`src/sv/tpri_pkg.sv`:
```
// Shared types, constants and helper functions for the time-stamped pose ring.
// Depends on nothing; the divider, the top level and the testbench use it by scoped names.
package tpri_pkg;

  // Ring geometry.
  localparam int RING_DEPTH = 256;
  localparam int ADDR_W     = (RING_DEPTH > 1) ? $clog2(RING_DEPTH) : 1;
  localparam int CNT_W      = $clog2(RING_DEPTH + 1);

  // Field widths.
  localparam int TIME_W  = 63;
  localparam int POS_W   = 32;
  localparam int SIGMA_W = 16;
  localparam int FIX_W   = 3;
  localparam int CONF_W  = 9;
  localparam int QUAL_W  = 2;

  // Serial divider: 96-bit dividend, one quotient bit per cycle.
  localparam int DVD_W     = 96;
  localparam int DIV_CNT_W = $clog2(DVD_W + 1);

  // One stored fix.
  typedef struct packed {
    logic [TIME_W-1:0]  stamp;
    logic [POS_W-1:0]   east;
    logic [POS_W-1:0]   north;
    logic [POS_W-1:0]   up;
    logic [SIGMA_W-1:0] sigma;
    logic [FIX_W-1:0]   fix;
    logic               pv;
  } entry_t;

  localparam int ENTRY_W = $bits(entry_t);

  typedef enum logic [1:0] {
    KIND_PUBLISH = 2'd0,
    KIND_QUERY   = 2'd1,
    KIND_EMPTY   = 2'd2,
    KIND_IGNORE  = 2'd3
  } kind_t;

  typedef enum logic [1:0] {
    ST_STORED    = 2'd0,
    ST_OVERWROTE = 2'd1,
    ST_REJECTED  = 2'd2,
    ST_NONE      = 2'd3
  } pub_status_t;

  typedef enum logic [2:0] {
    GATE_OK        = 3'd0,
    GATE_NO_DATA   = 3'd1,
    GATE_BEFORE    = 3'd2,
    GATE_FUTURE    = 3'd3,
    GATE_LOST      = 3'd4,
    GATE_STALE     = 3'd5,
    GATE_LOW_CONF  = 3'd6,
    GATE_NONE      = 3'd7
  } gate_t;

  typedef enum logic [1:0] {
    REG_MAX_EXTRAP = 2'd0,
    REG_MAX_GAP    = 2'd1,
    REG_MIN_CONF   = 2'd2,
    REG_MIN_QUAL   = 2'd3
  } reg_idx_t;

  // Divider handshake between the sequencer and the divider.
  typedef struct packed {
    logic start;
  } div_ctl_t;

  typedef struct packed {
    logic busy;
    logic done;
  } div_stat_t;

  // Sequencer states, one-hot.
  typedef enum logic [17:0] {
    S_IDLE    = 18'h00001,
    S_PUB_RD  = 18'h00002,
    S_PUB_CMP = 18'h00004,
    S_PUB_WR  = 18'h00008,
    S_Q_FIRST = 18'h00010,
    S_Q_FCHK  = 18'h00020,
    S_Q_LCHK  = 18'h00040,
    S_Q_SRCH  = 18'h00080,
    S_Q_SCMP  = 18'h00100,
    S_Q_RDA   = 18'h00200,
    S_Q_RDB   = 18'h00400,
    S_Q_EVAL  = 18'h00800,
    S_MUL0    = 18'h01000,
    S_MUL1    = 18'h02000,
    S_MUL2    = 18'h04000,
    S_DSTART  = 18'h08000,
    S_DIV     = 18'h10000,
    S_FIN     = 18'h20000
  } state_t;

  // Q8 confidence for a fix type.
  function automatic logic [CONF_W-1:0] conf_q8(input logic [FIX_W-1:0] f);
    logic [CONF_W-1:0] c;
    case (f)
      3'd4:    c = 9'd256;
      3'd3:    c = 9'd179;
      3'd2:    c = 9'd141;
      3'd1:    c = 9'd90;
      default: c = 9'd0;
    endcase
    return c;
  endfunction

  // Quality code for a fix type.
  function automatic logic [QUAL_W-1:0] qual_of(input logic [FIX_W-1:0] f);
    logic [QUAL_W-1:0] q;
    case (f)
      3'd4:    q = 2'd3;
      3'd3:    q = 2'd2;
      3'd2:    q = 2'd2;
      3'd1:    q = 2'd1;
      default: q = 2'd0;
    endcase
    return q;
  endfunction

  // Physical slot of logical entry i, counted from the oldest slot.
  function automatic logic [ADDR_W-1:0] slot_of(input logic [ADDR_W-1:0] oldest,
                                                input logic [CNT_W-1:0] i);
    logic [CNT_W:0] sum;
    sum = {{(CNT_W + 1 - ADDR_W){1'b0}}, oldest} + {1'b0, i};
    if (sum >= (CNT_W + 1)'(RING_DEPTH)) begin
      sum = sum - (CNT_W + 1)'(RING_DEPTH);
    end
    return sum[ADDR_W-1:0];
  endfunction

endpackage

```
`src/sv/tpri_div.sv`:
```
// Restoring bit-serial divider: 96-bit dividend by 63-bit divisor, one bit a cycle.
// Depends on tpri_pkg.
module tpri_div (
  input  logic                                clk,
  input  logic                                rst,
  input  tpri_pkg::div_ctl_t                  ctl,
  input  logic [tpri_pkg::DVD_W-1:0]          dividend,
  input  logic [tpri_pkg::TIME_W-1:0]         divisor,
  output tpri_pkg::div_stat_t                 stat,
  output logic [tpri_pkg::DVD_W-1:0]          quotient
);

  logic [tpri_pkg::DVD_W-1:0]     dvd;
  logic [tpri_pkg::TIME_W-1:0]    rem;
  logic [tpri_pkg::DIV_CNT_W-1:0] cnt;
  logic                           busy;
  logic                           done;
  logic [tpri_pkg::TIME_W:0]      rem_sh;
  logic                           fits;

  // One restoring step: shift in the next dividend bit and try the subtract.
  assign rem_sh = {rem, dvd[tpri_pkg::DVD_W-1]};
  assign fits   = rem_sh >= {1'b0, divisor};

  always_ff @(posedge clk) begin
    if (rst) begin
      busy <= 1'b0;
      done <= 1'b0;
      cnt  <= '0;
    end else begin
      done <= 1'b0;
      if (ctl.start) begin
        busy <= 1'b1;
        cnt  <= tpri_pkg::DIV_CNT_W'(tpri_pkg::DVD_W);
        dvd  <= dividend;
        rem  <= '0;
      end else if (busy) begin
        rem  <= fits ? tpri_pkg::TIME_W'(rem_sh - {1'b0, divisor})
                     : rem_sh[tpri_pkg::TIME_W-1:0];
        dvd  <= {dvd[tpri_pkg::DVD_W-2:0], fits};
        cnt  <= cnt - 1'b1;
        if (cnt == tpri_pkg::DIV_CNT_W'(1)) begin
          busy <= 1'b0;
          done <= 1'b1;
        end
      end
    end
  end

  assign stat.busy = busy;
  assign stat.done = done;
  assign quotient  = dvd;

endmodule

```
`config.mk`:
```
export PLATFORM = sky130hd
export DESIGN_NAME = tpri_div
export DESIGN_NICKNAME = d
export VERILOG_FILES = /design/src/sv/tpri_pkg.sv /design/src/sv/tpri_div.sv
export SDC_FILE = /design/constraint.sdc
export NUM_CORES = 1
export LEC_CHECK = 0
export BUFFER_PORTS_ARGS = -buffer_cell sky130_fd_sc_hd__buf_2
export CORE_MARGIN = 1.5
export CORE_UTILIZATION = 55
export CTS_BUF_LIST = sky130_fd_sc_hd__clkbuf_2
export CTS_CLUSTER_DIAMETER = 80
export DETAILED_ROUTE_END_ITERATION = 12
export PLACE_DENSITY = 0.89
export SKIP_CTS_REPAIR_TIMING = 1
export SLEW_MARGIN = 15
export SYNTH_ARGS = -nofsm -noshare
export SYNTH_HDL_FRONTEND = slang
export SYNTH_SLANG_ARGS = --single-unit
```
`constraint.sdc`:
```
create_clock -name clk -period 18.2 [get_ports clk]
set_clock_uncertainty 0.05 [all_clocks]
set_input_delay 1.82 -clock clk [delete_from_list [all_inputs] [get_ports clk]]
set_output_delay 1.82 -clock clk [all_outputs]
set_load 0.05 [all_outputs]
```
==> results.json <==
{
  "yosysMostFrequentCell": "edfxtp_1",
  "p_per_area_nw_per_um2": 84.8,
  "max_clock_freq_ghz": 0.196,
  "synth_area_per_cell_um2": 10.0,
  "wl_mm": 30.5,
  "grt_start_max_net_pins": 90,
  "required_ns": 18.64,
  "clk_pin_slew_worst_paths_ns": 0.25,
  "firstDrtPassIters": 7,
  "grt_use_total": 0.281,
  "critical_path_class": "in2reg",
  "coreArea_um2": 20200,
  "cp_slowest_cell": "and2_1",
  "dieArea_um2": 21500,
  "cts_made_buffers": 17,
  "vias_per_cell": 5.83,
  "worst_setup_path_end_kind": "flop",
  "hold_viol_final": 0,
  "arrival_ns": 5.54,
  "setup_viol": 0,
  "synthCells": 1131,
  "gp_congestion": 0.911,
  "hold_path_class": "reg2reg",
  "maxCapViolCount": 0,
  "die_y_um": 147,
  "leakage_nw": 5.51,
  "synthTopCellsByArea": "edfxtp_1 (42%), mux2_2 (9.5%), ha_1 (7.2%)",
  "drtIter0Drc": 602,
  "drive_gt1_frac": 0.303,
  "cp_cell_sequence": "buf_2 -> inv_1 -> ha_1 -> a21o_1 -> a21o_1 -> a221oi_2 -> o221ai_1 -> a41oi_2 -> o31ai_4 -> o2111ai_2 -> and2_1 -> buf_4 -> nor4_1 -> a311o_1",
  "antenna_found_initial": 5,
  "cpMostUsedCell": "a21o_1",
  "worst_ir_drop_vdd_uv": 55.7,
  "status": "finished, final reports clean",
  "drtAntennaViolNets": 0,
  "ios": 260,
  "grt_pass1_wl_mm": 47.4,
  "final-max-slew-violation-count": 0,
  "hold_end": "cnt[1]",
  "syn_nets": 1359,
  "synth_area_leader_cell": "edfxtp_1",
  "grt_pass1_vias": 9375,
  "worstPathMaxFanout": 41,
  "worstHoldStart": "cnt[1]",
  "h-tree-depth": 4,
  "routedWlPerCell_um": 18.6,
  "startpoint_type": "input pin",
  "clock_latency_ns": 0.75,
  "grt_overflow_total": 0,
  "area_growth_pct": 14.3,
  "vias": 9532,
  "fillers": 1634,
  "yosysWarningCount": 0,
  "final.period_utilization": 0.280,
  "cts_sinks": 168,
  "remaining_drc_errors": 0,
  "timing.rr.start": "rem[8]",
  "die_w_um": 147,
  "timing.hold.ws_ns": 0.472,
  "io_buffers": 259,
  "dp_hpwl_mm": 23.2,
  "register_area_um2": 4950,
  "multi_input_area_um2": 5740,
  "yosys.area.top_type_share": 0.421,
  "ys_seq_elements": 168,
  "tns_ns": 0,
  "rsz0062_at_grt": "false",
  "cts_tree": "done",
  "rows": 52,
  "cts.path.max_buffers": 2,
  "r2r_cells": 12,
  "synth_edf_count": 159,
  "cp_num_buf_inv": 3,
  "ys_seq_area_frac": 0.437,
  "relSlewSlack": 0.254,
  "r2r-end": "rem[62]",
  "synth_commonest_cells": "edfxtp_1 (159), nand2_1 (140), a21oi_1 (134)",
  "start_util": 0.560,
  "synth_area_um2": 11300,
  "hold_depth": 2,
  "async_flop_share": 0,
  "final_nets": 1579,
  "cpLargestDelayFamily": "compound AO/OA/AOI/OAI gates",
  "worstMarginPinSlew_ns": 1.12,
  "root_buffer": "clkbuf_2",
  "period_minus_slack_ns": 5.09,
  "r2r_slack_ns": 13.79,
  "ys.flop_type": "edfxtp_1",
  "synth_cell_types": 71,
  "slowest_delay_ns": 0.58
}
[final cells by class]
| cell class | count | share of cell area |
|---|---|---|
| antenna | 2 | 0.000386 |
| clock buffer | 17 | 0.00656 |
| clock inverter | 15 | 0.0138 |
| inverter | 85 | 0.0246 |
| multi-input combinational | 815 | 0.443 |
| sequential | 168 | 0.382 |
| tap | 270 | 0.0261 |
| timing repair buffer | 264 | 0.103 |
[placed cells by master (no fill, tap or decap), drive strengths merged, types with 8 or more instances in the layout]
master,netlist,layout
inv,85,93
a21oi,135,135
nor4,10,10
buf,32,264
nand2,143,143
ha,65,65
o31ai,8,8
a31oi,9,9
a21o,22,22
a211oi,21,21
nor2,56,56
dfxtp,9,9
nand3,23,23
edfxtp,159,159
o21bai,14,14
xnor2,37,37
clkbuf,31,17
xor2,23,23
nand4,23,23
mux2,96,96
o21ai,42,42
[cell families (layout without fill, tap and decap cells)]
logic type	Yosys count	in the layout	share of synthesized area
AND/OR/NAND/NOR	299	299	0.122
AO/OA/AOI/OAI	292	292	0.166
flip-flops	168	168	0.437
buffers and inverters	148	381	0.0576
multiplexers	98	98	0.0971
adder cells (fa/ha/maj)	66	66	0.0735
XOR/XNOR	60	60	0.0464
other	0	2	0
[state kept, by name (all words and copies together) (netlist names)]
signal	flops
busy	1
quotient	96
rem	63
done	1
cnt	7
[through the flow]
step	utilization	std cells	worst slack (ns)	cell area, um^2	power, mW
after floorplan	-	1131	7.27	11300	0.798
after global placement	0.627	1602	12.56	12700	0.870
after detailed placement	0.627	1602	12.44	12700	0.881
after CTS	0.640	1634	13.25	13000	1.10
after global routing	0.641	1636	13.06	13000	1.15
final	0.641	1636	13.11	13000	1.10
[routing by layer]
metal,global-route usage,up-vias,part of all wire
li1,-,4555,-
met1,0.322,4472,0.38
met2,0.498,435,0.50
met3,0.0744,68,0.085
met4,0.112,2,0.034
met5,0,-,0.00039
[report_power, final]
| part | internal, mW | switching, mW |
|---|---|---|
| clock | 0.0593 | 0.161 |
| combinational | 0.144 | 0.249 |
| sequential | 0.467 | 0.0191 |
| total | 0.670 | 0.429 |
[worst min-delay path, stage by stage, from the launching register on]
cell and delay (ns):
dfxtp_1 0.39, nor2_1 0.08, a211oi_1 0.05
[worst max path at each step]
stage | from | endpoint | slack (ns) | cells past startpoint
final | divisor[9] | rem[62] | 13.11 | 14
after global routing | divisor[9] | rem[56] | 13.06 | 14
after CTS | divisor[9] | rem[56] | 13.25 | 14
after detailed placement | divisor[9] | rem[56] | 12.44 | 14
after global placement | divisor[9] | rem[56] | 12.56 | 14
after floorplan | ctl | busy | 7.27 | 5
Power figures use the tool's default switching activity.
