File: src/sv/tpri_ram.sv
// Generic single-write, single-read RAM with a registered read port.
// Depends on nothing.
module tpri_ram #(
  parameter int WIDTH = 8,
  parameter int DEPTH = 16
) (
  input  logic                             clk,
  input  logic                             we,
  input  logic [$clog2(DEPTH)-1:0]         waddr,
  input  logic [WIDTH-1:0]                 wdata,
  input  logic [$clog2(DEPTH)-1:0]         raddr,
  output logic [WIDTH-1:0]                 rdata
);

  logic [WIDTH-1:0] mem [DEPTH];

  // Write port and registered read port.
  always_ff @(posedge clk) begin
    if (we) begin
      mem[waddr] <= wdata;
    end
    rdata <= mem[raddr];
  end

endmodule

File: config.mk
export PLATFORM = sky130hd
export DESIGN_NAME = tpri_ram
export DESIGN_NICKNAME = d
export VERILOG_FILES = /design/src/sv/tpri_ram.sv
export SDC_FILE = /design/constraint.sdc
export NUM_CORES = 1
export LEC_CHECK = 0
export BUFFER_PORTS_ARGS = -buffer_cell sky130_fd_sc_hd__buf_2
export CAP_MARGIN = 20
export CORE_MARGIN = 3
export CORE_UTILIZATION = 50
export DETAILED_ROUTE_END_ITERATION = 6
export PLACE_DENSITY = 0.69
export SYNTH_ARGS = -nofsm -noshare
export SYNTH_HDL_FRONTEND = slang
export SYNTH_SLANG_ARGS = --single-unit
File: constraint.sdc
create_clock -name clk -period 3.2 [get_ports clk]
set_input_delay 0.16 -clock clk [delete_from_list [all_inputs] [get_ports clk]]
set_output_delay 0.16 -clock clk [all_outputs]
set_load 0.01 [all_outputs]
==> results by group, run 1 <==
Clock tree
  – Clock slew at reported path FFs: 0.06 ns
  – Clock buffer depth: 2
  – Number of setup buffers added after CTS: 0
  – CTS Buf Count: 17
  – Root Buffer: clkbuf_8
  – CTS tree: built
  – Clock sink total: 136
  – Latest clock arrival within the worst-skew pair: 0.51 ns
  – CTS resizes: 0
  – H-tree levels: 4
  – Quantity of hold-fixing buffers added after cts: 0

Logic synthesis
  – Instance count of the mapped netlist: 229
  – Yosys cell types: 19
  – Fraction of registers with async set/reset: 0
  – Yosys reg bits: 136
  – Most frequent cell after synthesis: edfxtp_1
  – Leading area contributor after synthesis: edfxtp_1
  – Synth Area per Inst: 22.48 sq um
  – Top FF cell, synth: edfxtp_1
  – Synth Warn #: 0
  – Top post-synthesis cells by area: edfxtp_1 (75%), mux4_2 (7.9%), mux4_1 (7.1%)
  – Mapped Nets: 247
  – Most frequent cells after synthesis: edfxtp_1 (128), mux4_2 (18), a22oi_1 (16)
  – Sequential area share after synthesis: 0.7778
  – Post-synth EDFFs: 128
  – Share of the synthesized area in the top cell type: 0.7467
  – Post-Syn Area: 0.005147 sq mm

Critical path
  – Critical path cell sequence: buf_2, buf_4, mux4_1, a22oi_1, nand2_1
  – CP top delay family: buffers and inverters
  – CP max stage delay: 0.56 ns
  – R2r startpoint: mem[9][2]
  – Crit start category: input port
  – CP max stage cell: mux4_1
  – WP data required: 3.60 ns
  – Worst path arrival time: 1.87 ns
  – WP buf/inv: 2
  – Critical Path End Type: register
  – CP Class: in2reg
  – CP Launch Point: raddr[0]
  – Worst-path fanout max: 20

Final layout
  – Layout area overhead: 16.58%
  – Final Non-Filler Cells: 415
  – Final Instance Area: 0.006001 sq mm
  – Diodes inserted: 0
  – Final #Nets: 287
  – Final core occ: 0.6056
  – Share of post-route cells with drive strength above 1: 0.2837
  – Fill cell total of the finished layout: 700

Global route
  – Initial antenna violation count: 0
  – First-pass GRT wire length: 14,810 microns
  – Grt ovf: 0
  – GRT Overall Usage: 0.1843
  – Via count of the first global-routing pass: 2,453
  – Largest net degree at the start of global routing: 33

Die
  – Core area: 0.009910 sq mm
  – Site Rows: 36
  – IO Count: 26
  – Die height: 107.5 microns
  – Die Span X: 107.5 microns
  – Initial Util: 0.5194
  – Die area: 0.01155 sq mm

STA
  – Final Hold Fails: 0
  – # setup viols final: 0
  – Part of the cycle the worst path needs: 0.4620
  – Fin Hold WS: 0.03266 ns
  – Post-route minimum period: 1.479 ns
  – Post-Route Setup TNS: 0 ns
  – Fmax achieved: 676.3 MHz
  – Fin. max-slew vios: 0
  – Relative slew slack: 0.3540
  – RSZ-0062 raised after global routing: false
  – Worst Max-Slew Pin Slew: 0.9655 ns
  – Skew final: 0.006076 ns
  – Post-route setup slack: 1.721 ns

Detailed routing
  – Routed Antenna Nets: 0
  – Drc violations: 0
  – Vias: 2,390
  – Starting DRC count in detailed routing: 220
  – DRT Pass-1 Iters: 5
  – Avg Vias per Cell: 5.759
  – Total routed wirelength: 9655 microns
  – WL/cell: 23.27 microns

Power
  – Clock power share: 0.472
  – P_int: 3.325 mW
  – Comb pwr share: 0.043
  – Net Sw Frac: 0.1955
  – Peak VDD IR: 423.4 uV
  – P_leak: 2.005 nW
  – Total power: 4.133 mW
  – Net Sw Power: 807.9 uW
  – Pwr Density: 688.8 mW/mm^2
  – Seq pwr share: 0.485

Placement
  – Worst slack, placed: 1.161 ns
  – Dpl hpwl: 6018 microns
  – Placed Cells: 383
  – GP Congestion: 0.6841
  – # port buffers: 25
  – DP Area: 0.005398 sq mm

Min path
  – Min-delay src: wdata[4]
  – Hold Path Class: in2reg

Job
  – Max-cap violation count: 0

Status
  – Status: complete, no violations
-- final cells by class --
class / instances / area [sq um] / share of cell area
Sequential cell: 136 / 4004 / 0.6672
Multi-Input combinational cell: 83 / 1057 / 0.1762
Clock buffer: 19 / 421.7 / 0.07027
Clock inverter: 13 / 181.4 / 0.03023
Timing Repair Buffer: 31 / 170.2 / 0.02836
Tap cell: 133 / 166.4 / 0.02773
-- power by group through the flow --
stage	Combinational [mW]	Clock (mW)	Sequential, mW
after floorplan	0.101	0	2.04
after CTS	0.182	1.97	2.01
final	0.179	1.95	2.00
after global routing	0.196	2.06	2.01
after global placement	0.176	0	2.04
after detailed placement	0.181	0	2.04
-- registers in the layout (all words and copies together) (netlist names) --
| signal | cells |
|---|---|
| rdata | 8 |
| mem | 128 |
-- cells by family (layout without fill, tap and decap cells) --
family	Yosys count	count (layout)	synth area share
AO/OA/AOI/OAI	16	16	0.02334
AND/OR/NAND/NOR	35	35	0.03184
buffers and inverters	10	63	0.01677
flip-flops	136	136	0.7778
multiplexers	32	32	0.1502
-- layout by cell type, fill, tap and decap left out, types with 3 or more instances in the layout --
cell,instances
clkinvlp_4,5
buf_4,6
mux4_2,18
dfxtp_1,8
clkinv_2,3
clkbuf_16,16
mux4_1,14
edfxtp_1,128
buf_2,25
nand2_1,9
bufinv_16,4
a22oi_1,16
nor3_1,4
nor2_1,13
-- layer usage --
| layer | share of wire | global-route usage |
|---|---|---|
| met1 | 0.44 | 0.2619 |
| met2 | 0.47 | 0.2752 |
| met3 | 0.077 | 0.05159 |
| met4 | 0.0081 | 0.07033 |
| met5 | 0 | 0 |
-- path summary, 6_finish.rpt --
kind               endpoint  slack (ns)  cells past startpoint
hold reg to reg    rdata[5]        0.67                      3
setup reg to reg   rdata[2]        1.84                      3
setup / recovery   rdata[1]        1.72                      5
hold / removal    mem[7][4]        0.03                      1
-- worst register-to-register path, delay by kind of cell, from the launching register on --
| family | cells | cell delay (ns) |
|---|---|---|
| AO/OA/AOI/OAI | 1 | 0.28 |
| flip-flops | 1 | 0.37 |
| multiplexers | 1 | 0.52 |
| AND/OR/NAND/NOR | 1 | 0.08 |
Note: power is estimated with default switching activity, not from simulation.
==> inputs of run 2 (changes only) <==
- PLACE_DENSITY: 0.69 -> 0.72
- clock period: 3.2 -> 1.35 ns (I/O delays scaled with it)
==> run 2 against run 1 <==
Against the previous run:
- total power is 130% higher
- critical path type is now reg2reg
- register-to-register slack worse by 1.8 ns
- die area did not move
- wire length down 0.19%
- clock power is 120% higher
- via count rose by 4.9%
- cell count rose by 8.2%
- clock-buffer cell count shrank 1
- global-route usage is 0.15 points higher
- sequential share of layout area decreased by 3.3 points
- clock skew up 0.00087 ns
- first-iteration DRC count shrank 35%
==> results by group, run 2 (synthesis gave the netlist of run 1 again) <==
Status
  – Status: complete, no violations

Die
  – Initial Util: 0.5194 (unchanged)
  – IO Count: 26 (unchanged)
  – Die Span X: 107.5 microns (unchanged)
  – Die area: 0.01155 sq mm (unchanged)
  – Site Rows: 36 (unchanged)
  – Die height: 107.5 microns (unchanged)
  – Core area: 0.009910 sq mm (unchanged)

Critical path
  – Critical Path End Type: register
  – Worst path arrival time: 1.69 ns (-0.18 ns)
  – Worst-path fanout max: 1 (-95%)
  – CP Class: reg2reg
  – Crit start category: register
  – WP data required: 1.73 ns (-1.87 ns)

STA
  – Post-route minimum period: 1.311 ns
  – Final Hold Fails: 0 (unchanged)
  – Relative slew slack: 0.4341 (+0.08008)
  – Fin. max-slew vios: 0 (unchanged)
  – Worst Max-Slew Pin Slew: 0.8472 ns (-0.1183 ns)
  – # setup viols final: 0 (unchanged)
  – RSZ-0062 raised after global routing: false
  – Fmax achieved: 762.7 MHz
  – Part of the cycle the worst path needs: 0.9712
  – Skew final: 0.006948 ns (+0.0008722 ns)
  – Post-route setup slack: 0.03883 ns (-1.683 ns)

Clock tree
  – Number of setup buffers added after CTS: 0 (unchanged)
  – CTS Buf Count: 17 (unchanged)
  – H-tree levels: 4 (unchanged)
  – Root Buffer: clkbuf_8
  – Clock sink total: 136 (unchanged)
  – CTS tree: built
  – Latest clock arrival within the worst-skew pair: 0.51 ns (about the same)
  – Clock buffer depth: 2 (unchanged)
  – Clock slew at reported path FFs: 0.06 ns (about the same)

Global route
  – Grt ovf: 0 (unchanged)
  – Largest net degree at the start of global routing: 26 (-21%)
  – Initial antenna violation count: 0 (unchanged)
  – First-pass GRT wire length: 14,960 microns (+0.98%)
  – Via count of the first global-routing pass: 2,696 (+9.9%)
  – GRT Overall Usage: 0.1858 (+0.001491)

Final layout
  – Commonest cells after routing, fill and taps aside: edfxtp_1 (128), buf_4 (29), buf_2 (25)
  – Final #Nets: 321 (+12%)
  – Most common cell after layout, fill and taps aside: edfxtp_1
  – Max reg flops: 128 (unchanged)
  – Biggest register: mem
  – Share of post-route cells with drive strength above 1: 0.3671 (+0.08340)
  – Diodes inserted: 0 (unchanged)
  – Layout area overhead: 22.63%
  – Final Non-Filler Cells: 449 (+8.2%)
  – Biggest regs: mem (128), rdata (8)

Job
  – Max-cap violation count: 0 (unchanged)

Detailed routing
  – WL/cell: 21.46 microns (-7.7%)
  – Routed Antenna Nets: 0 (unchanged)
  – Starting DRC count in detailed routing: 142 (-35%)
  – Drc violations: 0 (unchanged)
  – Total routed wirelength: 9637 microns (-0.19%)
  – DRT Pass-1 Iters: 4 (-1)
  – Vias: 2,508 (+4.9%)
  – Avg Vias per Cell: 5.586 (-3.0%)

Placement
  – Placed Cells: 409 (+6.8%)
  – GP Congestion: 0.7539 (+10%)
  – Dpl hpwl: 5986 microns (-0.52%)
  – Worst slack, placed: -0.2582 ns (-1.419 ns)
  – # port buffers: 25 (unchanged)

Power
  – Pwr Density: 1517 mW/mm^2 (+120%)
  – P_leak: 2.166 nW (+8.0%)
  – Peak VDD IR: 1052 uV (+150%)

Min path
  – Hold Path Class: in2reg
run 2: changes by cell type in the layout (fill, tap and decap cells not counted), moves of 2 or more:
cell,previous run,this run
buf_12,0,3
mux4_1,14,12
bufinv_16,4,2
dlygate4sd3_1,0,8
clkinv_2,3,1
buf_4,6,29
clkinv_4,1,4
inv_6,0,2
a22oi_2,0,7
a22oi_1,16,9
mux4_2,18,20
run 2: through the flow:
step	utilization	power, mW	TNS, ns	hold WS [ns]	area, sq um
2_1_floorplan	-	5.082	0	0.1664	5152
3_3_place_gp	0.5687	5.304	-1.000	0.4538	5635
3_5_place_dp	0.5687	5.318	-1.107	0.4634	5635
4_1_cts	0.6348	9.637	0	0.1069	6291
5_1_grt	0.6370	9.922	0	0.1174	6312
6_report	0.6370	9.579	0	0.1319	6312
run 2: layout make-up:
cell class	count	area, sq um
Clock buffer	18	417.9
Tap cell	133	166.4
Timing Repair Buffer	65	483.0
Fill cell	695	3597
Multi-Input combinational cell	83	1090
Clock inverter	14	151.4
Sequential cell	136	4004
run 2: path summary, 6_finish.rpt:
path	start	to	slack, ns	depth (start not counted)
setup / recovery	mem[3][6]	rdata[6]	0.04	3
hold / removal	waddr[0]	mem[0][6]	0.13	3
setup reg to reg	mem[3][6]	rdata[6]	0.04	3
hold reg to reg	mem[12][5]	rdata[5]	0.68	3
run 2: report_power, final:
| group | internal, mW | switching, mW | leakage (nW) |
|---|---|---|---|
| sequential | 4.72 | 0.0275 | 1.22 |
| clock | 2.63 | 1.69 | 0.265 |
| combinational | 0.240 | 0.272 | 0.677 |
| total | 7.59 | 1.98 | 2.17 |
run 2: worst max-delay path: stages, from the launching register on:
cell,delay [ns]
edfxtp_1,0.36
mux4_2,0.47
a22oi_1,0.24
nand2_1,0.12
run 2: repair_timing:
action                     in CTS  in global routing
hold endpoints to repair      128                  0
gates cloned                    0                  0
gates resized for setup         3                  6
setup endpoints to repair       3                  6
pin swaps                       0                  2
hold buffers                    8                  0
run 2: per-layer routing:
| layer | routed length [microns] | track usage | share of wire | vias to the layer above |
|---|---|---|---|---|
| li1 | - | - | - | 1123 |
| met5 | 0 | 0 | 0 | - |
| met1 | 4129 | 0.2465 | 0.43 | 1290 |
| met3 | 478 | 0.04439 | 0.050 | 14 |
| met2 | 4850 | 0.2927 | 0.50 | 81 |
| met4 | 178 | 0.08927 | 0.018 | 0 |
==> inputs of run 3 (changes only) <==
- CORE_ASPECT_RATIO: unset -> 1.4
- PLACE_DENSITY: 0.72 -> 0.76
==> run 3 against run 2 <==
Against the previous run:
- cell count down 1.8%
- first-iteration DRC count up 6.3%
- hold slack worse by 0.090 ns
- sequential cell count unchanged
- sequential power about the same
- die area up 0.15%
- core utilization down 1.3 points
- combinational power down 4.5%
- critical path depth unchanged
- sequential share of layout area up 1.1 points
- largest cell class unchanged
- largest power group unchanged
==> results by group, run 3 (synthesis gave the netlist of run 1 again) <==
Status
  – Status: complete, no violations

Critical path
  – Critical path cell sequence: mux4_1, a22oi_2, nand2_1
  – Worst path arrival time: 1.59 ns (-0.10 ns)
  – CP max stage cell: mux4_1
  – R2r startpoint: mem[1][5]
  – CP max stage delay: 0.53 ns (+0.06 ns)
  – CP Launch Point: mem[1][5]
  – CP Class: reg2reg
  – WP buf/inv: 0 (unchanged)
  – CP top delay family: multiplexers
  – Crit start category: register
  – Critical Path End Type: register
  – Worst-path fanout max: 1 (unchanged)
  – WP data required: 1.64 ns (-0.09 ns)

Global route
  – Grt ovf: 0 (unchanged)
  – Via count of the first global-routing pass: 2,612 (-3.1%)
  – Met2 global-route usage: 0.3190 (+0.02631)
  – Largest net degree at the start of global routing: 17 (-35%)
  – Met3 usage: 0.05735 (+0.01296)
  – Initial antenna violation count: 0 (unchanged)
  – GRT Overall Usage: 0.1869 (+0.001061)
  – Met1 global-route usage: 0.2153 (-0.03123)
  – Top Usage Layer GRT: met2
  – First-pass GRT wire length: 15,270 microns (+2.1%)

Detailed routing
  – DRT Pass-1 Iters: 6 (+2)
  – Total routed wirelength: 9932 microns (+3.1%)
  – WL/cell: 22.52 microns (+4.9%)
  – Starting DRC count in detailed routing: 151 (+6.3%)
  – Vias: 2,498 (-0.40%)
  – Drc violations: 0 (unchanged)
  – Routed Antenna Nets: 0 (unchanged)
  – Avg Vias per Cell: 5.664 (+1.4%)

Power
  – P_leak: 2.114 nW (-2.4%)
  – P_int: 7.613 mW (+0.25%)
  – Clock power share: 0.446 (-0.005)
  – Peak VDD IR: 1095 uV (+4.1%)
  – Net Sw Power: 1.853 mW (-6.6%)
  – Pwr Density: 1525 mW/mm^2 (+0.50%)
  – Seq pwr share: 0.502 (+0.006)
  – Comb pwr share: 0.052 (about the same)
  – Net Sw Frac: 0.1957 (-0.01140)

Clock tree
  – Clock slew at reported path FFs: 0.05 ns (about the same)
  – H-tree levels: 4 (unchanged)
  – Latest clock arrival within the worst-skew pair: 0.41 ns (-0.10 ns)
  – Clock sink total: 136 (unchanged)
  – Root Buffer: clkbuf_16
  – Quantity of hold-fixing buffers added after cts: 0 (-8)
  – CTS tree: built
  – Clock buffer depth: 2 (unchanged)
  – CTS Buf Count: 17 (unchanged)

Die
  – Die area: 0.01157 sq mm (+0.15%)
  – IO Count: 26 (unchanged)
  – Die height: 126.1 microns (+17%)
  – Site Rows: 43 (+19%)
  – Initial Util: 0.5172 (-0.002285)
  – Die Span X: 91.75 microns (-15%)
  – Core area: 0.009953 sq mm (+0.44%)

Final layout
  – Share of post-route cells with drive strength above 1: 0.3693 (+0.002192)
  – Layout area overhead: 20.59%
  – Diodes inserted: 0 (unchanged)
  – Fill cell total of the finished layout: 673 (-3.2%)
  – Max reg flops: 128 (unchanged)
  – Most common cell after layout, fill and taps aside: edfxtp_1
  – Final #Nets: 312 (-2.8%)
  – Final core occ: 0.6236 (-0.01336)
  – Biggest register: mem
  – Biggest regs: mem (128), rdata (8)
  – Seq. cell area: 0.004004 sq mm (unchanged)
  – Area occupied by multi-input gates: 0.001095 sq mm (+0.46%)
  – Commonest cells after routing, fill and taps aside: edfxtp_1 (128), buf_4 (28), buf_2 (25)

STA
  – Fin. max-slew vios: 0 (unchanged)
  – Post-route minimum period: 1.303 ns (-0.008150 ns)
  – Worst Max-Slew Pin Slew: 0.4491 ns (-0.3981 ns)
  – Part of the cycle the worst path needs: 0.9652 (-0.006037)
  – Skew final: 0.005886 ns (-0.001062 ns)
  – Relative slew slack: 0.7006 (+0.2665)
  – Final Hold Fails: 0 (unchanged)
  – # setup viols final: 0 (unchanged)
  – Post-route setup slack: 0.04698 ns (+0.008150 ns)
  – Fmax achieved: 767.4 MHz (+0.63%)

Placement
  – Worst slack, placed: -0.1296 ns (+0.1286 ns)
  – Dpl hpwl: 6371 microns (+6.4%)
  – # port buffers: 25 (unchanged)
  – GP Congestion: 0.8129 (+7.8%)

Min path
  – Hold Path Class: in2reg
  – Min-delay src: wdata[1]

Job
  – Max-cap violation count: 0 (unchanged)
## run 3: per-stage QoR
step | instances | total power, mW | setup TNS [ns] | area [sq um] | hold WS, ns
floorplan | 229 | 5.082 | 0 | 5152 | 0.1664
global placement | 410 | 5.286 | -0.6108 | 5630 | 0.4419
detailed placement | 410 | 5.304 | -0.8081 | 5630 | 0.4610
CTS | 441 | 9.511 | 0 | 6192 | 0.02724
global route | 441 | 9.726 | -0.006022 | 6207 | 0.05292
finish | 441 | 9.466 | 0 | 6207 | 0.04162
## run 3: final timing paths
path	endpoint	slack, ns	cells past startpoint
setup / recovery	rdata[5]	0.05	3
hold / removal	mem[4][1]	0.04	1
setup reg to reg	rdata[5]	0.05	3
hold reg to reg	rdata[4]	0.67	3
## run 3: area by class of cell
| cell class | count | area share |
|---|---|---|
| Multi-Input combinational cell | 83 | 0.1764 |
| Timing Repair Buffer | 56 | 0.06370 |
| Clock inverter | 11 | 0.01734 |
| Clock buffer | 20 | 0.07035 |
| Sequential cell | 136 | 0.6450 |
| Tap cell | 135 | 0.02721 |
## run 3: what timing repair did
action,in CTS,in global routing
setup endpoints to repair,4,6
endpoints found under the hold margin,0,0
pin swaps,1,2
resized for setup,7,7
setup buffers,0,0
## run 3: worst register-to-register path: stages (launching register included)
cell and delay, ns:
edfxtp_1 0.37, mux4_1 0.53, a22oi_2 0.21, nand2_1 0.08
## run 3: power groups by stage
stage          clock network (mW)  logic [mW]  registers, mW
3_5_place_dp                    0       0.466           4.84
4_1_cts                      4.27       0.484           4.76
3_3_place_gp                    0       0.452           4.83
6_report                     4.22       0.489           4.75
5_1_grt                      4.44       0.526           4.76
2_1_floorplan                   0       0.240           4.84
## run 3: per-layer routing
| metal | up-vias | part of all wire |
|---|---|---|
| met4 | 0 | 0.025 |
| met1 | 1280 | 0.37 |
| met5 | - | 0 |
| met2 | 102 | 0.55 |
| li1 | 1094 | - |
| met3 | 22 | 0.052 |
